## config.mk

```make
export PLATFORM = sky130hd
export DESIGN_NAME = sip_div
export DESIGN_NICKNAME = d
export VERILOG_FILES = /design/src/design/sip_div.sv
export SDC_FILE = /design/constraint.sdc
export NUM_CORES = 2
export LEC_CHECK = 0
export BUFFER_PORTS_ARGS = -buffer_cell sky130_fd_sc_hd__buf_2
export CAP_MARGIN = 20
export CORE_UTILIZATION = 58
export CTS_CLUSTER_SIZE = 25
export DETAILED_ROUTE_END_ITERATION = 10
export PLACE_DENSITY = 0.83
export SYNTH_ARGS = -nofsm -noshare
export SYNTH_HDL_FRONTEND = slang
export SYNTH_SLANG_ARGS = --single-unit
```

## constraint.sdc

```tcl
create_clock -name i_clk -period 3.5 [get_ports i_clk]
set_input_delay 0.525 -clock i_clk [delete_from_list [all_inputs] [get_ports i_clk]]
set_output_delay 0.525 -clock i_clk [all_outputs]
set_load 0.02 [all_outputs]
```

## src/design/sip_div.sv

```systemverilog
// Pipelined unsigned restoring divider, one quotient bit per stage.
// Standalone; quotient must be known to fit in QW bits.
`default_nettype none

module sip_div #(
    parameter int DW = 34,
    parameter int QW = 24,
    parameter int SW = 8
) (
    input  wire logic             i_clk,
    input  wire logic             i_en,
    input  wire logic [DW+QW-1:0] i_num,
    input  wire logic [DW-1:0]    i_den,
    input  wire logic [SW-1:0]    i_side,
    output logic      [QW-1:0]    o_quot,
    output logic      [SW-1:0]    o_side
);

    logic [DW-1:0] r_rem  [0:QW-1];
    logic [QW-1:0] r_low  [0:QW-1];
    logic [QW-1:0] r_q    [0:QW-1];
    logic [DW-1:0] r_den  [0:QW-1];
    logic [SW-1:0] r_side [0:QW-1];

    for (genvar s = 0; s < QW; s++) begin : g_stage
        logic [DW-1:0] rem_in;
        logic [QW-1:0] low_in;
        logic [QW-1:0] q_in;
        logic [DW-1:0] den_in;
        logic [SW-1:0] side_in;
        logic [DW:0]   trial;
        logic [DW:0]   diff;
        logic          ge;
        logic [DW-1:0] n_rem;

        if (s == 0) begin : g_first
            assign rem_in  = i_num[DW+QW-1:QW];
            assign low_in  = i_num[QW-1:0];
            assign q_in    = '0;
            assign den_in  = i_den;
            assign side_in = i_side;
        end else begin : g_next
            assign rem_in  = r_rem[s-1];
            assign low_in  = r_low[s-1];
            assign q_in    = r_q[s-1];
            assign den_in  = r_den[s-1];
            assign side_in = r_side[s-1];
        end

        assign trial = {rem_in, low_in[QW-1]};
        assign diff  = trial - {1'b0, den_in};
        assign ge    = (trial >= {1'b0, den_in});
        assign n_rem = ge ? diff[DW-1:0] : trial[DW-1:0];

        always_ff @(posedge i_clk) begin
            if (i_en) begin
                r_rem[s]  <= n_rem;
                r_low[s]  <= {low_in[QW-2:0], 1'b0};
                r_q[s]    <= {q_in[QW-2:0], ge};
                r_den[s]  <= den_in;
                r_side[s] <= side_in;
            end
        end
    end

    assign o_quot = r_q[QW-1];
    assign o_side = r_side[QW-1];

endmodule

`default_nettype wire

```

==> summary by stage <==
STA
Setup violations remaining at the end of the flow were counted as 15. The final critical-path share of the clock period is 102%. The worst-case hold slack is 105 ps.

The post-route worst setup slack is -54.2 ps. Setup repair after global routing could not meet its margin everywhere. The max-slew violation count is 0.

The max-slew headroom at the worst pin is 49.0%. The count of final hold-check violations came to 0. For the final routed database, the setup TNS stands at -345 ps. The transition time at the pin with the least slew margin is 765 ps.

The maximum clock skew at final layout is 65.4 ps. The top achievable clock speed is 281 MHz. The post-layout minimum cycle time is 3550 ps.

Setup path
The count of cell instances traversed by the critical path is 13. The slowest cell on the critical path is sky130_fd_sc_hd__edfxtp_1. The arrival time at the worst endpoint is 4210 ps. The worst setup path is captured at a flop.

The number of cells on the worst reg-to-reg path is 13. Broken down by cell family, the worst path's largest delay share belongs to compound AO/OA/AOI/OAI gates. The worst path buffer plus inverter count is 3.

For this run, the slowest stage of the critical path takes 440 ps. Walking the worst path, the cells encountered are ha_1, nand2_2, a211o_1, nand3_2, a221oi_2, buf_4, a21oi_2, a211o_1, o31a_1, a41oi_4, buf_12, buf_12, mux2_2. The required time of the critical path is approximately 4200 ps. In this run the worst path has a maximum fanout of 6. The critical path launch point type is a flop. The classification of the worst setup path is flop to flop.

Synthesis
The library cell occupying the most area in the post-synthesis netlist is sky130_fd_sc_hd__edfxtp_1. After synthesis, the share of flip-flops with an asynchronous set or reset is 0%. The synthesized design contains 2332 enable-type register cells. Synthesis produced a netlist whose cell count is approximately 11000. In this run the biggest area consumer among cell types represents 57.0% of the synthesized area.

The number of different library cells in the post-synthesis netlist is 101. By instance count, the leading cell after synthesis is sky130_fd_sc_hd__edfxtp_1. Synthesis produced a netlist with a net count of 11500. Among all flip-flop cells after synthesis, the most frequent one is sky130_fd_sc_hd__edfxtp_1. The average instance area after synthesis is between 10 and 15 sq um. The count of synthesis-stage warnings from yosys is 0.

Sequential elements use between 50% and 60% of the synthesized area. The flop and latch count out of synthesis is 2332. The netlist area before placement is 123000 sq um.

The commonest cells after synthesis are sky130_fd_sc_hd__edfxtp_1, sky130_fd_sc_hd__inv_1, sky130_fd_sc_hd__a21oi_1. By area the synthesized netlist is led by sky130_fd_sc_hd__edfxtp_1, sky130_fd_sc_hd__ha_1, sky130_fd_sc_hd__a21oi_1.

Layout
The core utilization of the finished layout is 68.1%. The net total in the final layout is 12400. The fill cell total of the finished layout is 14700.

The finished layout holds 14500 standard cells, fillers aside. In the final layout, the multi-input gates occupy 49300 sq um. The layout cell share with drive strength beyond 1 is 15.2%. Summing all flip-flop and latch instances after layout gives 70000 sq um. The area growth from synthesis to layout is 16.3%.

Place
The detailed-placement wirelength estimate is 231 mm. The count of input and output buffers is 133. The number of placed instances, taps included, is 13800. The congestion estimate from routability-driven global placement came to 0.998.

Clock network
CTS built an H-tree with a depth of 4. The clock root buffer is sky130_fd_sc_hd__clkbuf_16. The clock net in this run drives a total of 2332 sinks.

The worst-case clock buffer depth is 3. For the worst-skew pair, the clock arrives at the later sink with an insertion delay of 920 ps. TritonCTS created about 240 clock buffers. The register clock-pin slew on the reported worst setup and hold paths is 60 ps. TritonCTS built the clock tree.

Floorplan
The die covers 214000 sq um. The placeable core area is 210000 sq um. The chip width is 462 microns. From bottom edge to top edge, the die measures 462 microns. The initial core utilization is 58.5%. 134 I/O pins were placed. The number of rows created at floorplan is 168.

Power
The maximum resistive drop on vdd is 726 uV. The leakage power summed over all cells is around 0.058 uW. The design draws roughly 130000 uW.

The power per unit of standard cell area is ~940 nW/um^2.

GRT
The first global-routing pass estimated between 400 and 500 mm of wire. The pin count of the biggest net entering global routing is roughly 120. The via count of the first global-routing pass came to between 80000 and 90000.

The number of antenna violations at the first check in global routing is 12. Global routing consumed, over all layers together, roughly 28% of the routing resources. The total overflow left after global routing is 0.

Drt
For this run, design rule violations remaining after detail routing come to 0. After detailed routing, the total wire length is ~320 mm. For this block, the initial DRC count from the detailed router was 9091. Before antenna repair, the detailed router went through 8 iterations.

In this run the top signal layer used is met5. The total met2 wirelength after detailed routing is 146 mm. The count of nets left with antenna violations after detail routing is 0. After detailed routing, the number of vias per cell comes to 6.02.

The detailed-route wire length per cell is 21.8 microns. The total via count in the routed design is between 80000 and 90000. The wire length on met1 is 131 mm.

The routed design uses between 20 and 25 mm of met3 wire.

Worst hold path
In this run the worst hold path is classified as primary input to flop. The worst hold path passes through 3 cells.

Status
The flow ran to the end, but the final reports show violations. The final reports fail on negative setup slack.

Job
The max-capacitance violation count is 0.
==> power by group <==
group          internal, uW  switching [uW]  leakage (uW)
Combinational         27800           35000        0.0318
Sequential            40300            5070        0.0228
Clock                 14700           11000       0.00384
==> through the flow <==
step	setup slack (ps)	cell area (sq um)
final	-54.2	143000
after global routing	-107	143000
after CTS	0.389	141000
after detailed placement	-317	131000
after global placement	-257	131000
after floorplan	158	123000
==> flip-flops by register name, indices dropped and copies added (netlist names) <==
| signal | count |
|---|---|
| r_rem | 782 |
| r_q | 300 |
| r_low | 276 |
| r_side | 192 |
| r_den | 782 |
==> timing repair <==
action	CTS	global route
gates resized for setup	94	278
pin swaps	30	133
setup buffers	33	72
endpoints found under the hold margin	97	0
setup endpoints to repair	241	548
gates cloned	4	4
hold buffers	97	0
==> metal layers <==
| layer | vias up | GRT usage (%) |
|---|---|---|
| met5 | - | 0 |
| met4 | 2 | 11.7 |
| met3 | 843 | 4.46 |
| met2 | 3853 | 45.7 |
| met1 | 42000 | 38.3 |
| li1 | 40700 | - |
==> layout by cell type, fill, tap and decap left out, drive strengths merged, types with 114 or more instances in the layout <==
| master | netlist | layout |
|---|---|---|
| nor2 | 537 | 537 |
| inv | 1058 | 1066 |
| clkbuf | 210 | 277 |
| o21ai | 727 | 727 |
| clkinv | 0 | 116 |
| a21o | 466 | 466 |
| nand3 | 188 | 188 |
| xor2 | 283 | 283 |
| a21oi | 927 | 927 |
| nand4 | 139 | 139 |
| edfxtp | 2332 | 2332 |
| o21bai | 128 | 128 |
| xnor2 | 398 | 398 |
| buf | 104 | 867 |
| ha | 816 | 816 |
| nor3 | 114 | 114 |
| mux2 | 195 | 195 |
| nand2 | 839 | 839 |
==> worst register-to-register path, cell delays in order (launching register included) <==
cell and delay, ps:
sky130_fd_sc_hd__edfxtp_1 440, sky130_fd_sc_hd__ha_1 380, sky130_fd_sc_hd__nand2_2 130, sky130_fd_sc_hd__a211o_1 170, sky130_fd_sc_hd__nand3_2 100, sky130_fd_sc_hd__a221oi_2 300
sky130_fd_sc_hd__buf_4 170, sky130_fd_sc_hd__a21oi_2 70, sky130_fd_sc_hd__a211o_1 340, sky130_fd_sc_hd__o31a_1 290, sky130_fd_sc_hd__a41oi_4 250, sky130_fd_sc_hd__buf_12 150
sky130_fd_sc_hd__buf_12 140, sky130_fd_sc_hd__mux2_2 370
==> worst paths after layout <==
path | start | to | slack, ps
worst min register to register | r_q[1][76] | r_q[1][101] | 380
worst max-delay path | r_rem[3][104] | r_rem[4][15] | -50
worst max register to register | r_rem[3][104] | r_rem[4][15] | -50
worst min-delay path | i_num[54] | r_rem[0][31] | 100
==> area by class of cell <==
class / instances / area share [%]
Sequential cell: 2332 / 49.0
Multi-Input combinational cell: 6881 / 34.5
Timing Repair Buffer: 970 / 5.66
Clock buffer: 273 / 4.24
Inverter: 1058 / 2.78
Tap cell: 2805 / 2.46
Clock inverter: 173 / 1.36
Antenna cell: 12 / 0.0210
==> logic make-up (layout without fill, tap and decap cells) <==
| logic type | Yosys count | in the layout | share of synthesized area [%] |
|---|---|---|---|
| AO/OA/AOI/OAI | 2880 | 2880 | 14.6 |
| flip-flops | 2332 | 2332 | 57.0 |
| AND/OR/NAND/NOR | 2266 | 2266 | 8.58 |
| buffers and inverters | 1372 | 2474 | 4.34 |
| adder cells (fa/ha/maj) | 839 | 839 | 8.68 |
| XOR/XNOR | 681 | 681 | 4.85 |
| multiplexers | 215 | 215 | 1.95 |
| other | 0 | 12 | 0 |
Note: power is estimated with default switching activity, not from simulation.
